==> src/design/plup_pkg.sv <==
// Shared types and constants of the plane upsampler.
// Used by the controller, the datapath and the top level; depends on nothing.
package plup_pkg;

    localparam int SAMPLE_BITS = 16;
    localparam int FRAC_BITS   = 16;
    localparam int ROW_BITS    = 14;
    // The dividend is a 14-bit output index shifted up by 24 bits.
    localparam int DIV_BITS    = ROW_BITS + 24;
    localparam int DIV_CNT_W   = $clog2(DIV_BITS);
    localparam int OUT_LIMIT   = 16384;
    localparam int OUT_SIZE_W  = 15;
    localparam int CFG_ADDR_W  = 3;
    localparam int CFG_DATA_W  = 16;

    localparam logic [CFG_ADDR_W-1:0] REG_MODE      = 3'd0;
    localparam logic [CFG_ADDR_W-1:0] REG_IN_HEIGHT = 3'd1;
    localparam logic [CFG_ADDR_W-1:0] REG_IN_WIDTH  = 3'd2;
    localparam logic [CFG_ADDR_W-1:0] REG_SCALE_H   = 3'd3;
    localparam logic [CFG_ADDR_W-1:0] REG_SCALE_W   = 3'd4;

    localparam logic OP_LOAD    = 1'b0;
    localparam logic OP_PRODUCE = 1'b1;
    localparam logic STATUS_OK  = 1'b0;
    localparam logic STATUS_ERR = 1'b1;
    localparam logic MODE_NEAREST = 1'b0;

    typedef struct packed {
        logic                          op;
        logic signed [SAMPLE_BITS-1:0] in_pixel;
    } in_item_t;

    typedef struct packed {
        logic signed [SAMPLE_BITS-1:0] out_pixel;
        logic [ROW_BITS-1:0]           out_row;
        logic [ROW_BITS-1:0]           out_col;
        logic                          last_of_plane;
        logic                          status;
    } out_item_t;

    typedef struct packed {
        logic       load_en;
        logic       div_start;
        logic       div_step;
        logic       idx_en;
        logic [1:0] rd_sel;
        logic       cap_en;
        logic [1:0] cap_sel;
        logic       mul1_en;
        logic       mul2_en;
        logic       mul3_en;
        logic       out_en;
        logic       err_en;
    } cmd_t;

    typedef struct packed {
        logic loaded;
        logic out_free;
    } stat_t;

endpackage

==> src/design/plup_ctrl.sv <==
// Controller state machine of the plane upsampler.
// Sequences divide, index, store reads, blend and output; uses plup_pkg.
module plup_ctrl
    import plup_pkg::*;
(
    input  logic  aclk,
    input  logic  aresetn,
    input  logic  s_valid,
    input  logic  s_op,
    input  stat_t stat,
    output logic  s_ready,
    output cmd_t  cmd
);

    localparam logic [3:0] ST_IDLE = 4'd0;
    localparam logic [3:0] ST_DIV  = 4'd1;
    localparam logic [3:0] ST_IDX  = 4'd2;
    localparam logic [3:0] ST_RD   = 4'd3;
    localparam logic [3:0] ST_MUL1 = 4'd4;
    localparam logic [3:0] ST_MUL2 = 4'd5;
    localparam logic [3:0] ST_MUL3 = 4'd6;
    localparam logic [3:0] ST_OUT  = 4'd7;
    localparam logic [3:0] ST_ERR  = 4'd8;

    logic [3:0]           state_reg, state_next;
    logic [DIV_CNT_W-1:0] cnt_reg, cnt_next;
    logic                 accept;

    assign s_ready = (state_reg == ST_IDLE);
    assign accept  = s_valid && s_ready;

    always_ff @(posedge aclk) begin
        if (!aresetn) begin
            state_reg <= ST_IDLE;
            cnt_reg   <= '0;
        end else begin
            state_reg <= state_next;
            cnt_reg   <= cnt_next;
        end
    end

    always_comb begin
        state_next = state_reg;
        cnt_next   = cnt_reg;
        cmd        = '0;
        unique case (state_reg)
            ST_IDLE: begin
                if (accept) begin
                    if (s_op == OP_LOAD) begin
                        cmd.load_en = 1'b1;
                    end else if (!stat.loaded) begin
                        state_next = ST_ERR;
                    end else begin
                        cmd.div_start = 1'b1;
                        cnt_next      = DIV_CNT_W'(DIV_BITS - 1);
                        state_next    = ST_DIV;
                    end
                end
            end
            ST_DIV: begin
                cmd.div_step = 1'b1;
                if (cnt_reg == '0) begin
                    state_next = ST_IDX;
                end else begin
                    cnt_next = cnt_reg - 1'b1;
                end
            end
            ST_IDX: begin
                cmd.idx_en = 1'b1;
                cnt_next   = '0;
                state_next = ST_RD;
            end
            ST_RD: begin
                // Read data is registered, so each capture trails its address issue and
                // lands in the cycle after it.
                cmd.rd_sel  = cnt_reg[1:0];
                cmd.cap_en  = (cnt_reg != '0);
                cmd.cap_sel = 2'(cnt_reg - 1'b1);
                if (cnt_reg == DIV_CNT_W'(4)) begin
                    state_next = ST_MUL1;
                end else begin
                    cnt_next = cnt_reg + 1'b1;
                end
            end
            ST_MUL1: begin
                cmd.mul1_en = 1'b1;
                state_next  = ST_MUL2;
            end
            ST_MUL2: begin
                cmd.mul2_en = 1'b1;
                state_next  = ST_MUL3;
            end
            ST_MUL3: begin
                cmd.mul3_en = 1'b1;
                state_next  = ST_OUT;
            end
            ST_OUT: begin
                if (stat.out_free) begin
                    cmd.out_en = 1'b1;
                    state_next = ST_IDLE;
                end
            end
            ST_ERR: begin
                if (stat.out_free) begin
                    cmd.err_en = 1'b1;
                    state_next = ST_IDLE;
                end
            end
            default: begin
                state_next = ST_IDLE;
            end
        endcase
    end

endmodule

==> config.mk <==
export PLATFORM = sky130hd
export DESIGN_NAME = plup_ctrl
export DESIGN_NICKNAME = d
export VERILOG_FILES = /design/src/design/plup_pkg.sv /design/src/design/plup_ctrl.sv
export SDC_FILE = /design/constraint.sdc
export NUM_CORES = 1
export LEC_CHECK = 0
export BUFFER_PORTS_ARGS = -buffer_cell sky130_fd_sc_hd__buf_2
export CORE_MARGIN = 4
export CORE_UTILIZATION = 56
export CTS_CLUSTER_SIZE = 30
export DETAILED_ROUTE_END_ITERATION = 6
export PLACE_DENSITY = 0.82
export SLEW_MARGIN = 10
export SYNTH_ARGS = -nofsm -noshare
export SYNTH_HDL_FRONTEND = slang
export SYNTH_SLANG_ARGS = --single-unit
==> constraint.sdc <==
create_clock -name aclk -period 5.03 [get_ports aclk]
set_input_delay 0.503 -clock aclk [delete_from_list [all_inputs] [get_ports aclk]]
set_output_delay 0.503 -clock aclk [all_outputs]
set_load 0.1 [all_outputs]
==> metrics.yaml <==
synthArstFlopShare_pct: 0
ioPinCount: 21
crit_path_end: "cmd[8]"
path_clk_slew_ns: 0.08
syn2layout_area_growth_pct: 12.03
worstMarginPinSlew_ns: 0.7215
drv_cap: 0
synth_edf_count: 0
rr_endpoint: "cnt_reg[0]"
insertion_delay_ns: 0.27
ctsHtreeMaxLevel: 1
num_rows: 14
ant_nets: 0
slowest_delay_ns: 0.79
cts_hold_buf: 0
vias_per_cell: 6.519
cts_buffers: 3
hpwl_um: 1743
status: "completed"
grt_pass1_vias: 910
start_kind: "flop"
hold_depth: 2
slew_headroom_pct: 51.84
syn-num-nets: 136
avgSynthCellArea_um2: 7.537
grt.total_usage_pct: 20.42
remaining_drc_errors: 0
yosysTopAreaCell: "dfxtp_1"
clockBufferDepth: 2
r2r-start: "cnt_reg[0]"
r2r_slack_ns: 3.05
yosysTopAreaCellShare_pct: 20.92
final_util_pct: 68.78
crit_buf_inv: 1
placed_cell_area_um2: 1036
synth_seq_cells: 10
gp_congestion: 0.8490
pwr_density_cell_nw_per_um2: 559.2
drv_slew: 0
core_um2: 1559
synth_area_um2: 957.2
postCtsSetupRepairBufs: 0
synth_cells: 127
fin_skew_ns: 0.003299
cts_tree: "yes"
crit_start: "state_reg[1]"
fin_cells: 158
root_buffer: "clkbuf_4"
die_area_um2: 2434
critPathKind: "reg -> out"
final_cell_mix: "20 x nor2_1, 20 x buf_2, 10 x nand2_1, 10 x dfxtp_1, 8 x inv_1"
ir_drop_mv: 0.2884
critPathCaptureType: "output pin"
cp_max_fo: 22
dp_cells: 154
ys_seq_area_share_pct: 20.92
drt_iter0_drc: 47
diodes: 0
post-route-cell-area_um2: 1072
fin_setup_tns_ns: 0
cp_num_cells: 3
firstDrtPassIters: 4
drive_gt1_share_pct: 22.54
crit_arrival_ns: 2.17
hold_class: "reg -> reg"
wl_per_cell_um: 15.06
final_net_count: 152
min_from: "cnt_reg[1]"
largest_reg_flops: 6
leakagePower_nw: 0.4765
gr-total-overflow: 0
finalHoldViolCount: 0
antenna_found_initial: 0
ys_types: 50
vias: 1030
crit_chain: "nand4bb_1, nor2_1, buf_2"
fmax_ghz: 0.3735
start_util_pct: 61.40
io_buffer_count: 20
crit_path_top_delay_cell: "dfxtp_1"
grt_pass1_wl_um: 4077
period_share_pct: 53.23
crit_family: "flip-flops"
grt_max_degree: 23
worstPathRequired_ns: 4.53
synth_ff_type: "dfxtp_1"
cts_resized: 0
fillers: 131
period_minus_slack_ns: 2.678
finalSetupViolations: 0
yosysWarnings: 0
die_width_um: 49.34
r2r_cells: 6
drt-total-wl_um: 2379
cts_sinks: 10
synth_area_leaders: "dfxtp_1 21%, nor2_1 7.8%, ha_1 3.9%"
die_y_um: 49.34
rsz0062_at_grt: "no"
cell families (layout without fill, tap and decap cells):
kind of cell	after synthesis	after routing	synth area share [%]
mux	1	1	1.046
compound gates	33	33	27.84
flops	10	10	20.91
simple gates	58	58	34.25
fa+ha+maj	3	3	3.922
buf+inv	17	32	7.451
xor+xnor	5	5	4.575
Yosys cell counts (2+ instances only):
master / number
nor4_1: 2
nand2b_1: 2
ha_1: 3
a32oi_1: 2
or2_2: 2
nand2_1: 10
a21oi_1: 7
dfxtp_1: 10
clkbuf_1: 3
a31oi_1: 2
inv_1: 8
nor4b_1: 3
nor2_1: 20
o21ai_0: 3
and3_1: 2
nor3_1: 4
a21boi_0: 2
buf_2: 6
xnor2_1: 4
nand3_1: 2
cell type report:
| class | instances | area, um2 | area share (%) |
|---|---|---|---|
| multi-input combinational | 100 | 685.7 | 63.94 |
| sequential | 10 | 200.2 | 18.67 |
| timing repair buffer | 20 | 100.1 | 9.335 |
| clock buffer | 4 | 36.28 | 3.384 |
| inverter | 8 | 30.03 | 2.800 |
| tap | 16 | 20.02 | 1.867 |
worst reg2reg max path, cell delays in order (launching register included):
cell and delay [ns]:
dfxtp_1 0.36, inv_1 0.14, ha_1 0.19, or4b_4 0.51, o311ai_4 0.42, nand2_1 0.10, o311a_2 0.14
layer usage:
metal | track usage, % | share of wire, % | vias to the layer above
li1 | - | - | 509
met1 | 29.23 | 45 | 472
met2 | 31.03 | 46 | 45
met3 | 2.446 | 7.4 | 4
met4 | 7.109 | 1.3 | 0
met5 | 0 | 0 | -
how the worst min path moves through the flow:
| stage | slack, ns | to |
|---|---|---|
| floorplan | 0.48 | cnt_reg[1] |
| global placement | 0.50 | cnt_reg[1] |
| detailed placement | 0.52 | cnt_reg[1] |
| CTS | 0.54 | cnt_reg[1] |
| global route | 0.59 | cnt_reg[1] |
| finish | 0.55 | cnt_reg[1] |
power breakdown:
part | internal (W) | leakage, nW | switching, W
Clock | 0.0000439 | 0.0210 | 0.0000333
Combinational | 0.000126 | 0.374 | 0.000248
Sequential | 0.0000972 | 0.0815 | 0.0000504
Total | 0.000268 | 0.476 | 0.000332
stage by stage:
stage                     hold slack (ns)  total power, W  setup WS, ns
after floorplan                    0.4831       0.0004577         1.409
after global placement             0.5046       0.0005110         2.759
after detailed placement           0.5247       0.0005185         2.678
after CTS                          0.5399       0.0005962         2.366
after global routing               0.5875       0.0006402         2.208
final                              0.5467       0.0005997         2.353
No activity file was read; power rests on OpenSTA's default activity.
